### config.mk
export PLATFORM = sky130hd
export DESIGN_NAME = dgtg_ctrl
export DESIGN_NICKNAME = d
export VERILOG_FILES = /design/src/rtl/core/dgtg_pkg.sv /design/src/rtl/core/dgtg_ctrl.sv
export SDC_FILE = /design/constraint.sdc
export NUM_CORES = 1
export LEC_CHECK = 0
export BUFFER_PORTS_ARGS = -buffer_cell sky130_fd_sc_hd__buf_4
export CAP_MARGIN = 20
export CORE_AREA = 4 4 41 43
export DETAILED_ROUTE_END_ITERATION = 12
export DIE_AREA = 0 0 45 47
export PLACE_DENSITY = 0.7
export SYNTH_ARGS = -nofsm -noshare
export SYNTH_HDL_FRONTEND = slang
export SYNTH_SLANG_ARGS = --single-unit
### constraint.sdc
create_clock -name clk -period 3.9 [get_ports clk]
set_input_delay 0.195 -clock clk [delete_from_list [all_inputs] [get_ports clk]]
set_output_delay 0.195 -clock clk [all_outputs]
set_load 0.05 [all_outputs]
### src/rtl/core/dgtg_pkg.sv
`default_nettype none
package dgtg_pkg;

  // item kinds
  localparam logic [1:0] KIND_LOAD    = 2'd0;
  localparam logic [1:0] KIND_GATHER  = 2'd1;
  localparam logic [1:0] KIND_READ    = 2'd2;
  localparam logic [1:0] KIND_UNKNOWN = 2'd3;

  // configuration register indexes
  localparam logic [1:0] REG_WEIGHT_SHIFT    = 2'd0;
  localparam logic [1:0] REG_TILE_FIRST_COL  = 2'd1;
  localparam logic [1:0] REG_TILE_VALID_COLS = 2'd2;
  localparam logic [1:0] REG_COMPONENT       = 2'd3;

  localparam int SPAN_MAX_HW = 8;

  typedef struct packed {
    logic [1:0]  kind;
    logic [12:0] field_slot;
    logic [31:0] field_value;
    logic [11:0] first_col;
    logic [7:0]  first_row;
    logic [3:0]  col_span;
    logic [3:0]  row_span;
    logic [63:0] px_low;
    logic [63:0] px_high;
    logic [63:0] py_low;
    logic [63:0] py_high;
    logic [11:0] cell_index;
  } item_t;

  typedef struct packed {
    logic [11:0] read_index;
    logic [63:0] grad_x;
    logic [63:0] grad_y;
  } result_t;

  typedef struct packed {
    logic [1:0]  index;
    logic [31:0] data;
  } cfg_t;

  typedef enum logic [3:0] {
    ST_IDLE,
    ST_CLEAR,
    ST_COL,
    ST_ROW,
    ST_MUL,
    ST_ADD,
    ST_COLEND,
    ST_GRD_RD,
    ST_GRD_WR,
    ST_RD_X,
    ST_RD_Y,
    ST_RD_WAIT,
    ST_OUT
  } state_t;

  // controller to datapath
  typedef struct packed {
    logic load_item;
    logic clear_step;
    logic col_start;
    logic row_fetch;
    logic mul_step;
    logic add_step;
    logic col_next;
    logic grad_read;
    logic grad_write;
    logic read_x;
    logic read_y;
  } cmd_t;

  // datapath to controller
  typedef struct packed {
    logic clear_done;
    logic col_done;
    logic col_ok;
    logic row_last;
    logic cell_ok;
  } status_t;

endpackage
`default_nettype wire

### src/rtl/core/dgtg_ctrl.sv
`default_nettype none
module dgtg_ctrl (
  input  wire logic              clk,
  input  wire logic              rst,
  input  wire logic              in_valid,
  input  wire logic [1:0]        in_kind,
  output logic                   in_ready,
  output logic                   out_valid,
  input  wire logic              out_ready,
  output dgtg_pkg::cmd_t         cmd,
  input  wire dgtg_pkg::status_t status
);

  dgtg_pkg::state_t state, state_next;
  logic             in_fire;

  assign in_fire = in_valid && in_ready;

  // state register
  always_ff @(posedge clk) begin
    if (rst) begin
      state <= dgtg_pkg::ST_CLEAR;
    end else begin
      state <= state_next;
    end
  end

  // next state
  always_comb begin
    state_next = state;
    case (state)
      dgtg_pkg::ST_CLEAR: begin
        if (status.clear_done) state_next = dgtg_pkg::ST_IDLE;
      end
      dgtg_pkg::ST_IDLE: begin
        if (in_fire) begin
          case (in_kind)
            dgtg_pkg::KIND_GATHER: state_next = dgtg_pkg::ST_COL;
            dgtg_pkg::KIND_READ:   state_next = dgtg_pkg::ST_RD_X;
            default:               state_next = dgtg_pkg::ST_IDLE;
          endcase
        end
      end
      dgtg_pkg::ST_COL: begin
        if (status.col_done) state_next = dgtg_pkg::ST_GRD_RD;
        else if (status.col_ok) state_next = dgtg_pkg::ST_ROW;
        else state_next = dgtg_pkg::ST_COLEND;
      end
      dgtg_pkg::ST_ROW: begin
        state_next = dgtg_pkg::ST_MUL;
      end
      dgtg_pkg::ST_MUL: begin
        state_next = dgtg_pkg::ST_ADD;
      end
      dgtg_pkg::ST_ADD: begin
        if (status.row_last) state_next = dgtg_pkg::ST_COLEND;
        else state_next = dgtg_pkg::ST_ROW;
      end
      dgtg_pkg::ST_COLEND: begin
        state_next = dgtg_pkg::ST_COL;
      end
      dgtg_pkg::ST_GRD_RD: begin
        state_next = status.cell_ok ? dgtg_pkg::ST_GRD_WR : dgtg_pkg::ST_IDLE;
      end
      dgtg_pkg::ST_GRD_WR: begin
        state_next = dgtg_pkg::ST_IDLE;
      end
      dgtg_pkg::ST_RD_X: begin
        state_next = dgtg_pkg::ST_RD_Y;
      end
      dgtg_pkg::ST_RD_Y: begin
        state_next = dgtg_pkg::ST_RD_WAIT;
      end
      dgtg_pkg::ST_RD_WAIT: begin
        state_next = dgtg_pkg::ST_OUT;
      end
      dgtg_pkg::ST_OUT: begin
        if (out_ready) state_next = dgtg_pkg::ST_IDLE;
      end
      default: state_next = dgtg_pkg::ST_IDLE;
    endcase
  end

  // command outputs
  always_comb begin
    cmd        = '0;
    in_ready   = 1'b0;
    out_valid  = 1'b0;
    case (state)
      dgtg_pkg::ST_CLEAR:  cmd.clear_step = 1'b1;
      dgtg_pkg::ST_IDLE: begin
        in_ready      = 1'b1;
        cmd.load_item = in_fire;
      end
      dgtg_pkg::ST_COL:    cmd.col_start  = 1'b1;
      dgtg_pkg::ST_ROW:    cmd.row_fetch  = 1'b1;
      dgtg_pkg::ST_MUL:    cmd.mul_step   = 1'b1;
      dgtg_pkg::ST_ADD:    cmd.add_step   = 1'b1;
      dgtg_pkg::ST_COLEND: cmd.col_next   = 1'b1;
      dgtg_pkg::ST_GRD_RD: cmd.grad_read  = 1'b1;
      dgtg_pkg::ST_GRD_WR: cmd.grad_write = 1'b1;
      dgtg_pkg::ST_RD_X:   cmd.read_x     = 1'b1;
      dgtg_pkg::ST_RD_Y: begin
        cmd.read_y   = 1'b1;
      end
      dgtg_pkg::ST_OUT:    out_valid      = 1'b1;
      default: ;
    endcase
  end

`ifndef SYNTHESIS
  a_no_accept_busy: assert property (@(posedge clk) disable iff (rst)
    (state != dgtg_pkg::ST_IDLE) |-> !in_ready)
    else $error("input accepted while busy");
  a_out_holds: assert property (@(posedge clk) disable iff (rst)
    (out_valid && !out_ready) |=> out_valid)
    else $error("result dropped before transfer");
  a_read_path: assert property (@(posedge clk) disable iff (rst)
    (state == dgtg_pkg::ST_RD_X) |=> (state == dgtg_pkg::ST_RD_Y) ##2 out_valid)
    else $error("read sequence broken");
`endif

endmodule
`default_nettype wire

==> impl_metrics.env, run 1 <==
export IMPL_routedWlPerCell_um=14.3
export IMPL_hpwl_um=1030
export IMPL_grt_max_degree=18
export IMPL_clock_root_buffer="clkbuf_4"
export IMPL_grt_overflow_total=0
export IMPL_status="finished, final reports clean"
export IMPL_path_clk_slew_ns=0.04
export IMPL_firstDrtPassIters=4
export IMPL_slew_violations=0
export IMPL_port_buffers=23
export IMPL_yosysTopAreaCell="dfxtp_1"
export IMPL_die_w_um=45
export IMPL_io_pins=24
export IMPL_sequentialPowerShare_pct=25.4
export IMPL_syn_nets=73
export IMPL_rr_worst_depth=3
export IMPL_fin_crit_ns=1.82
export IMPL_multi_input_area_um2=304
export IMPL_tightestPinTransition_ns=0.580
export IMPL_antenna_found_initial=0
export IMPL_hold_path_depth=2
export IMPL_drc_errors=0
export IMPL_num_fill_cells=143
export IMPL_seq_area_um2=80.1
export IMPL_holdBufCountCts=0
export IMPL_syn_area_per_cell_um2=7.12
export IMPL_rows=13
export IMPL_tritoncts="done"
export IMPL_p_clk_share_pct=16.5
export IMPL_area_growth_syn_to_layout_pct=38.8
export IMPL_ant_nets=0
export IMPL_numCtsBuffers=3
export IMPL_required_ns=3.70
export IMPL_cp_end_kind="output port"
export IMPL_utilization_pct=47.1
export IMPL_arrival_ns=1.62
export IMPL_post_cts_setup_buffers=0
export IMPL_period_share_pct=46.6
export IMPL_switchingPower_uw=167
export IMPL_cts_max_level=1
export IMPL_largest_reg_flops=4
export IMPL_yosys_top_cells_area="dfxtp_1, nand2b_1, nor3_1"
export IMPL_min_path_type="primary input to flip-flop"
export IMPL_critPathKind="flip-flop to output port"
export IMPL_drv_cap=0
export IMPL_slew_headroom_pct=61.3
export IMPL_hold_viol=0
export IMPL_synth_top_cell_area_share_pct=18.1
export IMPL_syn_inst=62
export IMPL_fin_skew_ns=0.00327
export IMPL_power_leakage_nw=0.270
export IMPL_final_cell_mix="buf_4, nor2_1, nor3_1, nand2b_1, dfxtp_1"
export IMPL_pwr_share_comb_pct=58.0
export IMPL_synth_seq_area_share_pct=18.1
export IMPL_drtIter0Drc=12
export IMPL_grt_pass1_vias=544
export IMPL_initial_utilization_pct=33.9
export IMPL_syn_area_um2=442
export IMPL_cp_start_kind="flip-flop"
export IMPL_grt_pass1_wl_um=2350
export IMPL_final_common_cell="buf_4"
export IMPL_netSwitchingFraction_pct=52.2
export IMPL_finalSetupTns_ns=0
export IMPL_ir_worst_vdd_mv=0.263
export IMPL_routed_wirelength_um=1390
export IMPL_p_int_uw=153
export IMPL_ys_warn_count=0
export IMPL_ys_ff_latch=4
export IMPL_cts_resized=0
export IMPL_nets=95
export IMPL_via_count=563
export IMPL_max_freq_mhz=550
export IMPL_cp_max_fo=17
export IMPL_synth_cell_types=28
export IMPL_routed_via_density=5.80
export IMPL_clockBufferDepth=2
export IMPL_layout_drive_gt1_share_pct=37.8
export IMPL_top_regs="state: 4 flops"
export IMPL_antenna_diode_count=0
export IMPL_die_area_um2=2120
export IMPL_die_h_um=47
export IMPL_gp_congestion=0.859
export IMPL_insertion_delay_ns=0.24
export IMPL_grt_setup_unrepaired="false"
export IMPL_clock_sinks=4
export IMPL_power_density_nw_per_um2=521
export IMPL_groute_usage_overall_pct=15.0
export IMPL_setup_viol=0
export IMPL_core_area_um2=1300
export IMPL_regMostFlops="state"
==> path summary, 6_finish.rpt <==
kind | start | endpoint | slack (ns)
setup / recovery | state[3] | cmd[1] | 2.08
hold / removal | rst | state[2] | 0.16
setup reg to reg | state[2] | state[3] | 2.27
hold reg to reg | state[0] | state[2] | 0.72
==> power by group through the flow <==
stage	clock network (mW)	registers, mW	logic, mW
detailed placement	0	0.0811	0.185
floorplan	0	0.0585	0.163
global route	0.0597	0.0832	0.202
global placement	0	0.0806	0.185
finish	0.0528	0.0811	0.185
CTS	0.0558	0.0805	0.186
==> final cells by class <==
cell class,count,area share [%]
multi-input combinational,48,49.6
tap,15,3.06
clock buffer,3,3.67
sequential,4,13.1
timing repair buffer,23,28.2
inverter,4,2.45
==> routing by layer <==
| metal | routed length, µm | vias to the layer above | share of wire [%] | track usage, % |
|---|---|---|---|---|
| li1 | - | 266 | - | - |
| met1 | 565 | 265 | 41 | 18.6 |
| met2 | 648 | 30 | 47 | 22.0 |
| met3 | 155 | 2 | 11 | 3.07 |
| met4 | 17 | 0 | 1.2 | 12.9 |
| met5 | 0 | - | 0 | 0 |
==> critical path, stage by stage, from the launching register on <==
cell and delay [ns]:
dfxtp_1 0.68, inv_1 0.17, nor4_1 0.29, buf_4 0.24
==> synth_stat cells, drive strengths merged <==
master,count
or4,1
nor2,8
buf,6
nand2,2
a2bb2oi,1
o31ai,1
and2,1
o22a,1
a221oi,2
and3b,1
dfxtp,4
nor3b,1
nor4,2
and2b,1
nand3,1
a31oi,1
o32a,1
o22ai,3
inv,4
a21oi,3
nand2b,6
nor3,7
o21ai,3
o211ai,1
==> through the flow <==
stage / cell area (µm²) / hold slack (ns) / total power [mW] / setup slack, ns / instances
after global placement: 591 / 0.396 / 0.265 / 2.30 / 94
after CTS: 613 / 0.145 / 0.322 / 2.07 / 97
after global routing: 613 / 0.149 / 0.345 / 1.95 / 97
after floorplan: 442 / 0.264 / 0.222 / 1.51 / 62
final: 613 / 0.156 / 0.319 / 2.08 / 97
after detailed placement: 591 / 0.399 / 0.266 / 2.29 / 94
==> cells by family after synthesis <==
family	synth area share, %
AO/OA/AOI/OAI	27.2
flip-flops	18.1
buffers and inverters	13.0
AND/OR/NAND/NOR	41.6
No activity file was read; power rests on OpenSTA's default activity.
==> run 2, diff against run 1 <==
--- a/config.mk
+++ b/config.mk
@@ -10,7 +10,7 @@
 export CORE_AREA = 4 4 41 43
 export DETAILED_ROUTE_END_ITERATION = 12
 export DIE_AREA = 0 0 45 47
-export PLACE_DENSITY = 0.7
+export PLACE_DENSITY = 0.73
 export SYNTH_ARGS = -nofsm -noshare
 export SYNTH_HDL_FRONTEND = slang
 export SYNTH_SLANG_ARGS = --single-unit
==> constraint.sdc (replaced) <==
create_clock -name clk -period 1.5 [get_ports clk]
set_input_delay 0.075 -clock clk [delete_from_list [all_inputs] [get_ports clk]]
set_output_delay 0.075 -clock clk [all_outputs]
set_load 0.05 [all_outputs]
==> run 2 against run 1 <==
Against the previous run:
- clock skew fell by 0.0019 ns
- hold slack got worse by 0.12 ns
- final cell count rose by 10%
- wire length fell by 2.1%
- sequential share of layout area fell by 1.5 points
- first-iteration DRC count fell by 67%
- non-clock buffer count rose by 10
- global-route usage fell by 1.3 points
- combinational power rose to 3.3 times the previous value
==> impl_metrics.env, run 2 (same netlist as run 1, synthesis figures left out) <==
export IMPL_sequentialPowerShare_pct=20.2
export IMPL_cp_start_kind="flip-flop"
export IMPL_grt_max_degree=13
export IMPL_finalSetupTns_ns=0
export IMPL_hold_viol=0
export IMPL_drv_cap=0
export IMPL_grt_pass1_vias=509
export IMPL_die_h_um=47
export IMPL_p_int_uw=468
export IMPL_tightestPinTransition_ns=0.323
export IMPL_fin_crit_ns=1.43
export IMPL_drtIter0Drc=4
export IMPL_status="finished, final reports clean"
export IMPL_power_leakage_nw=0.333
export IMPL_regMostFlops="state"
export IMPL_drc_errors=0
export IMPL_grt_setup_unrepaired="false"
export IMPL_routed_wirelength_um=1360
export IMPL_via_count=563
export IMPL_slowest_delay_ns=0.50
export IMPL_groute_usage_overall_pct=13.7
export IMPL_clock_sinks=4
export IMPL_largest_reg_flops=4
export IMPL_rr_worst_depth=4
export IMPL_insertion_delay_ns=0.23
export IMPL_firstDrtPassIters=2
export IMPL_antenna_diode_count=0
export IMPL_period_share_pct=95.0
export IMPL_path_clk_slew_ns=0.04
export IMPL_ir_worst_vdd_mv=0.798
export IMPL_pwr_share_comb_pct=65.5
export IMPL_post_cts_setup_buffers=0
export IMPL_grt_pass1_wl_um=2170
export IMPL_holdBufCountCts=0
export IMPL_pre_cts_slack_ns=0.112
export IMPL_worstPathCellList="nand2b_1 -> buf_4 -> nor2_2 -> buf_4"
export IMPL_fin_skew_ns=0.00138
export IMPL_clock_root_buffer="clkbuf_4"
export IMPL_layout_drive_gt1_share_pct=56.5
export IMPL_path_depth=4
export IMPL_hpwl_um=1100
export IMPL_worst_path_most_repeated_cell="buf_4"
export IMPL_die_area_um2=2120
export IMPL_critical_path_top_delay_family="flip-flops"
export IMPL_tritoncts="done"
export IMPL_slew_violations=0
export IMPL_numCtsBuffers=3
export IMPL_crit_buf_inv=2
export IMPL_setup_viol=0
export IMPL_fin_ws_ns=0.0744
export IMPL_min_path_type="primary input to flip-flop"
export IMPL_critPathKind="flip-flop to output port"
export IMPL_gp_congestion=0.915
export IMPL_power_density_nw_per_um2=1270
export IMPL_final_common_cell="buf_4"
export IMPL_rows=13
export IMPL_top_regs="state: 4 flops"
export IMPL_grt_overflow_total=0
export IMPL_cpMaxStageDelayCell="dfxtp_1"
export IMPL_netSwitchingFraction_pct=49.3
export IMPL_hold_path_depth=2
export IMPL_initial_utilization_pct=33.9
export IMPL_ant_nets=0
export IMPL_cts_max_level=1
export IMPL_cp_end_kind="output port"
export IMPL_area_growth_syn_to_layout_pct=64.9
export IMPL_power_uw=923
export IMPL_clockBufferDepth=2
export IMPL_num_fill_cells=125
export IMPL_switchingPower_uw=455
export IMPL_routed_via_density=5.26
export IMPL_die_w_um=45
export IMPL_io_pins=24
export IMPL_port_buffers=23
export IMPL_p_clk_share_pct=14.2
export IMPL_required_ns=1.42
export IMPL_slew_headroom_pct=78.4
export IMPL_max_freq_mhz=701
export IMPL_routedWlPerCell_um=12.7
export IMPL_final_cell_mix="buf_4, nor2_1, nand2b_1, nor3_2"
export IMPL_core_area_um2=1300
export IMPL_antenna_found_initial=0
export IMPL_arrival_ns=1.35
export IMPL_cp_max_fo=7
export IMPL_nets=105
run 2: repair_timing:
item	CTS	global route
resized for setup	2	1
setup endpoints to repair	5	3
cloned	0	0
run 2: area by class of cell:
class | count | area [µm²] | area share, %
repair buffers | 33 | 248 | 34.0
multi-input cells | 48 | 340 | 46.7
well taps | 15 | 18.8 | 2.58
inverters | 4 | 15.0 | 2.06
clock buffers | 3 | 22.5 | 3.09
flip-flops and latches | 4 | 83.8 | 11.5
run 2: power groups by stage:
stage / logic [mW] / registers (mW) / clock network [mW]
floorplan: 0.454 / 0.152 / 0
global placement: 0.604 / 0.182 / 0
detailed placement: 0.606 / 0.183 / 0
CTS: 0.608 / 0.184 / 0.136
global route: 0.648 / 0.191 / 0.147
finish: 0.605 / 0.187 / 0.132
run 2: worst paths after layout:
| kind | start | to | slack (ns) |
|---|---|---|---|
| worst min register to register | state[0] | state[1] | 0.64 |
| worst max register to register | state[2] | state[3] | 0.15 |
| worst max-delay path | state[2] | cmd[5] | 0.07 |
| worst min-delay path | rst | state[2] | 0.04 |
run 2: worst reg2reg max path: stages, from the launching register on:
cell	delay [ns]
dfxtp_1	0.50
buf_4	0.23
o22ai_1	0.10
a221oi_1	0.30
o31ai_2	0.10
run 2: per-stage QoR:
| step | std cells | hold WS (ns) | utilization (%) | instance area, µm² |
|---|---|---|---|---|
| 3_3_place_gp | 104 | 0.276 | 53.9 | 702 |
| 5_1_grt | 107 | 0.0411 | 56.0 | 728 |
| 3_5_place_dp | 104 | 0.273 | 53.9 | 702 |
| 4_1_cts | 107 | 0.0327 | 55.9 | 727 |
| 2_1_floorplan | 62 | 0.144 | - | 478 |
| 6_report | 107 | 0.0402 | 56.0 | 728 |
run 2: routing by layer:
layer	global-route usage, %	share of wire [%]	up-vias
met1	17.9	46	250
li1	-	-	292
met3	1.92	6.6	0
met5	0	0	-
met2	22.9	47	21
met4	5.26	0	0
==> run 3, diff against run 2 <==
--- a/config.mk
+++ b/config.mk
@@ -7,10 +7,12 @@
 export LEC_CHECK = 0
 export BUFFER_PORTS_ARGS = -buffer_cell sky130_fd_sc_hd__buf_4
 export CAP_MARGIN = 20
-export CORE_AREA = 4 4 41 43
+export CELL_PAD_IN_SITES_DETAIL_PLACEMENT = 0
+export CELL_PAD_IN_SITES_GLOBAL_PLACEMENT = 1
+export CORE_MARGIN = 4
+export CORE_UTILIZATION = 25
 export DETAILED_ROUTE_END_ITERATION = 12
-export DIE_AREA = 0 0 45 47
-export PLACE_DENSITY = 0.73
+export PLACE_DENSITY = 0.79
 export SYNTH_ARGS = -nofsm -noshare
 export SYNTH_HDL_FRONTEND = slang
 export SYNTH_SLANG_ARGS = --single-unit
==> run 3 against run 2 <==
Against the previous run:
- count of clock-buffer cells in the layout unchanged
- hold slack improved by 0.0012 ns
- critical path type unchanged
- sequential cell count unchanged
- clock power about the same
- die area up 18%
- non-clock buffer count decreased by 1
- highest routed layer is now met4
- critical path depth is the same
- largest power group unchanged
- power down 0.64%
- clock skew grew 0.0024 ns
- via count increased by 0.71%
- wire length grew 3.8%
==> impl_metrics.env, run 3 (same netlist as run 1, synthesis figures left out) <==
export IMPL_port_buffers=23
export IMPL_antenna_diode_count=0
export IMPL_routed_via_density=4.93
export IMPL_path_clk_slew_ns=0.04
export IMPL_ant_nets=0
export IMPL_core_area_um2=1590
export IMPL_drv_cap=0
export IMPL_numCtsBuffers=3
export IMPL_r2r_start="state[0]"
export IMPL_r2r_slack_ns=0.19
export IMPL_regToRegEndpoint="state[3]"
export IMPL_hold_viol=0
export IMPL_power_uw=917
export IMPL_grt_pass1_wl_um=2280
export IMPL_clock_root_buffer="clkbuf_4"
export IMPL_largest_reg_flops=4
export IMPL_drc_errors=0
export IMPL_cpMaxStageDelayCell="dfxtp_4"
export IMPL_clockBufferDepth=2
export IMPL_routed_wirelength_um=1410
export IMPL_final_common_cell="buf_4"
export IMPL_clock_sinks=4
export IMPL_initial_utilization_pct=27.7
export IMPL_final_cell_mix="buf_4, nor2_1, nand2b_1, nor3_2"
export IMPL_die_area_um2=2500
export IMPL_critPathKind="flip-flop to output port"
export IMPL_tightestPinTransition_ns=0.290
export IMPL_required_ns=1.42
export IMPL_layout_drive_gt1_share_pct=57.1
export IMPL_hold_path_depth=2
export IMPL_top_regs="state: 4 flops"
export IMPL_setup_viol=0
export IMPL_tritoncts="done"
export IMPL_grt_overflow_total=0
export IMPL_groute_usage_overall_pct=11.9
export IMPL_cp_max_fo=14
export IMPL_hpwl_um=1160
export IMPL_die_h_um=50.0
export IMPL_ir_worst_vdd_mv=0.410
export IMPL_holdBufCountCts=0
export IMPL_firstDrtPassIters=4
export IMPL_area_growth_syn_to_layout_pct=66.6
export IMPL_slowest_delay_ns=0.39
export IMPL_via_count=567
export IMPL_cp_start_kind="flip-flop"
export IMPL_min_to="state[2]"
export IMPL_routedWlPerCell_um=12.3
export IMPL_gp_congestion=0.772
export IMPL_slew_violations=0
export IMPL_rr_worst_depth=4
export IMPL_worstPathCellList="nand2b_1 -> buf_4 -> nor3_2 -> buf_4"
export IMPL_nets=104
export IMPL_insertion_delay_ns=0.23
export IMPL_grt_pass1_vias=521
export IMPL_cp_end_kind="output port"
export IMPL_cts_max_level=1
export IMPL_period_share_pct=95.9
export IMPL_grt_max_degree=15
export IMPL_slew_headroom_pct=80.7
export IMPL_min_path_type="primary input to flip-flop"
export IMPL_regMostFlops="state"
export IMPL_fin_crit_ns=1.44
export IMPL_max_freq_mhz=695
export IMPL_power_density_nw_per_um2=1250
export IMPL_io_pins=24
export IMPL_rows=14
export IMPL_power_leakage_nw=0.329
export IMPL_antenna_found_initial=0
export IMPL_die_w_um=50.0
export IMPL_drtIter0Drc=11
export IMPL_worst_hold_slack_ns=0.0414
export IMPL_arrival_ns=1.36
export IMPL_min_delay_start="rst"
export IMPL_worst_path_most_repeated_cell="buf_4"
export IMPL_status="finished, final reports clean"
export IMPL_fin_skew_ns=0.00373
## run 3: changes by cell type in the layout (fill, tap and decap cells not counted)
| cell | before | now |
|---|---|---|
| dfxtp_4 | 0 | 1 |
| buf_4 | 33 | 32 |
| dfxtp_1 | 1 | 0 |
## run 3: worst max-delay path by stage
stage	start	endpoint	cells after the start
after global routing	state[0]	cmd[9]	4
after detailed placement	state[3]	state[3]	4
final	state[3]	cmd[9]	4
after global placement	state[3]	state[3]	4
after floorplan	state[0]	cmd[1]	3
after CTS	state[2]	cmd[5]	4
## run 3: critical path: cells and delay by family (launching register included)
| kind | cells | cell delay (ns) |
|---|---|---|
| buffers and inverters | 2 | 0.40 |
| flip-flops | 1 | 0.39 |
| AND/OR/NAND/NOR | 2 | 0.34 |
## run 3: per-layer routing
layer	track usage (%)	routed length, µm
met1	13.4	612
met2	20.2	693
met3	2.71	98
met4	6.91	7
met5	0	0
## run 3: final cells by class
type	count	area [µm²]
well taps	24	30.0
inverters	4	15.0
fillers	166	858
flip-flops and latches	4	87.6
clock buffers	3	22.5
repair buffers	32	240
multi-input cells	48	340
## run 3: repair_timing
action                                  in CTS  in global routing
setup buffers                                0                  0
pin swaps                                    0                  0
gates cloned                                 0                  0
endpoints found under the setup margin       7                  9
gates resized for setup                      2                  3
## run 3: per-stage QoR
| stage | instances | setup TNS, ns | utilization, % | setup WS [ns] | instance area [µm²] |
|---|---|---|---|---|---|
| 6_report | 115 | 0 | 46.2 | 0.0618 | 736 |
| 5_1_grt | 115 | -0.00983 | 46.2 | -0.00983 | 736 |
| 4_1_cts | 115 | 0 | 45.8 | 0.0208 | 731 |
| 3_5_place_dp | 112 | 0 | 44.3 | 0.0395 | 706 |
| 3_3_place_gp | 112 | 0 | 44.3 | 0.0943 | 706 |
| 2_1_floorplan | 62 | -0.478 | - | -0.217 | 478 |
## run 3: power breakdown
part | switching (mW) | internal [mW] | leakage, nW
logic | 0.352 | 0.240 | 0.280
clock network | 0.0450 | 0.0896 | 0.0138
registers | 0.0582 | 0.132 | 0.0344
total | 0.455 | 0.462 | 0.329
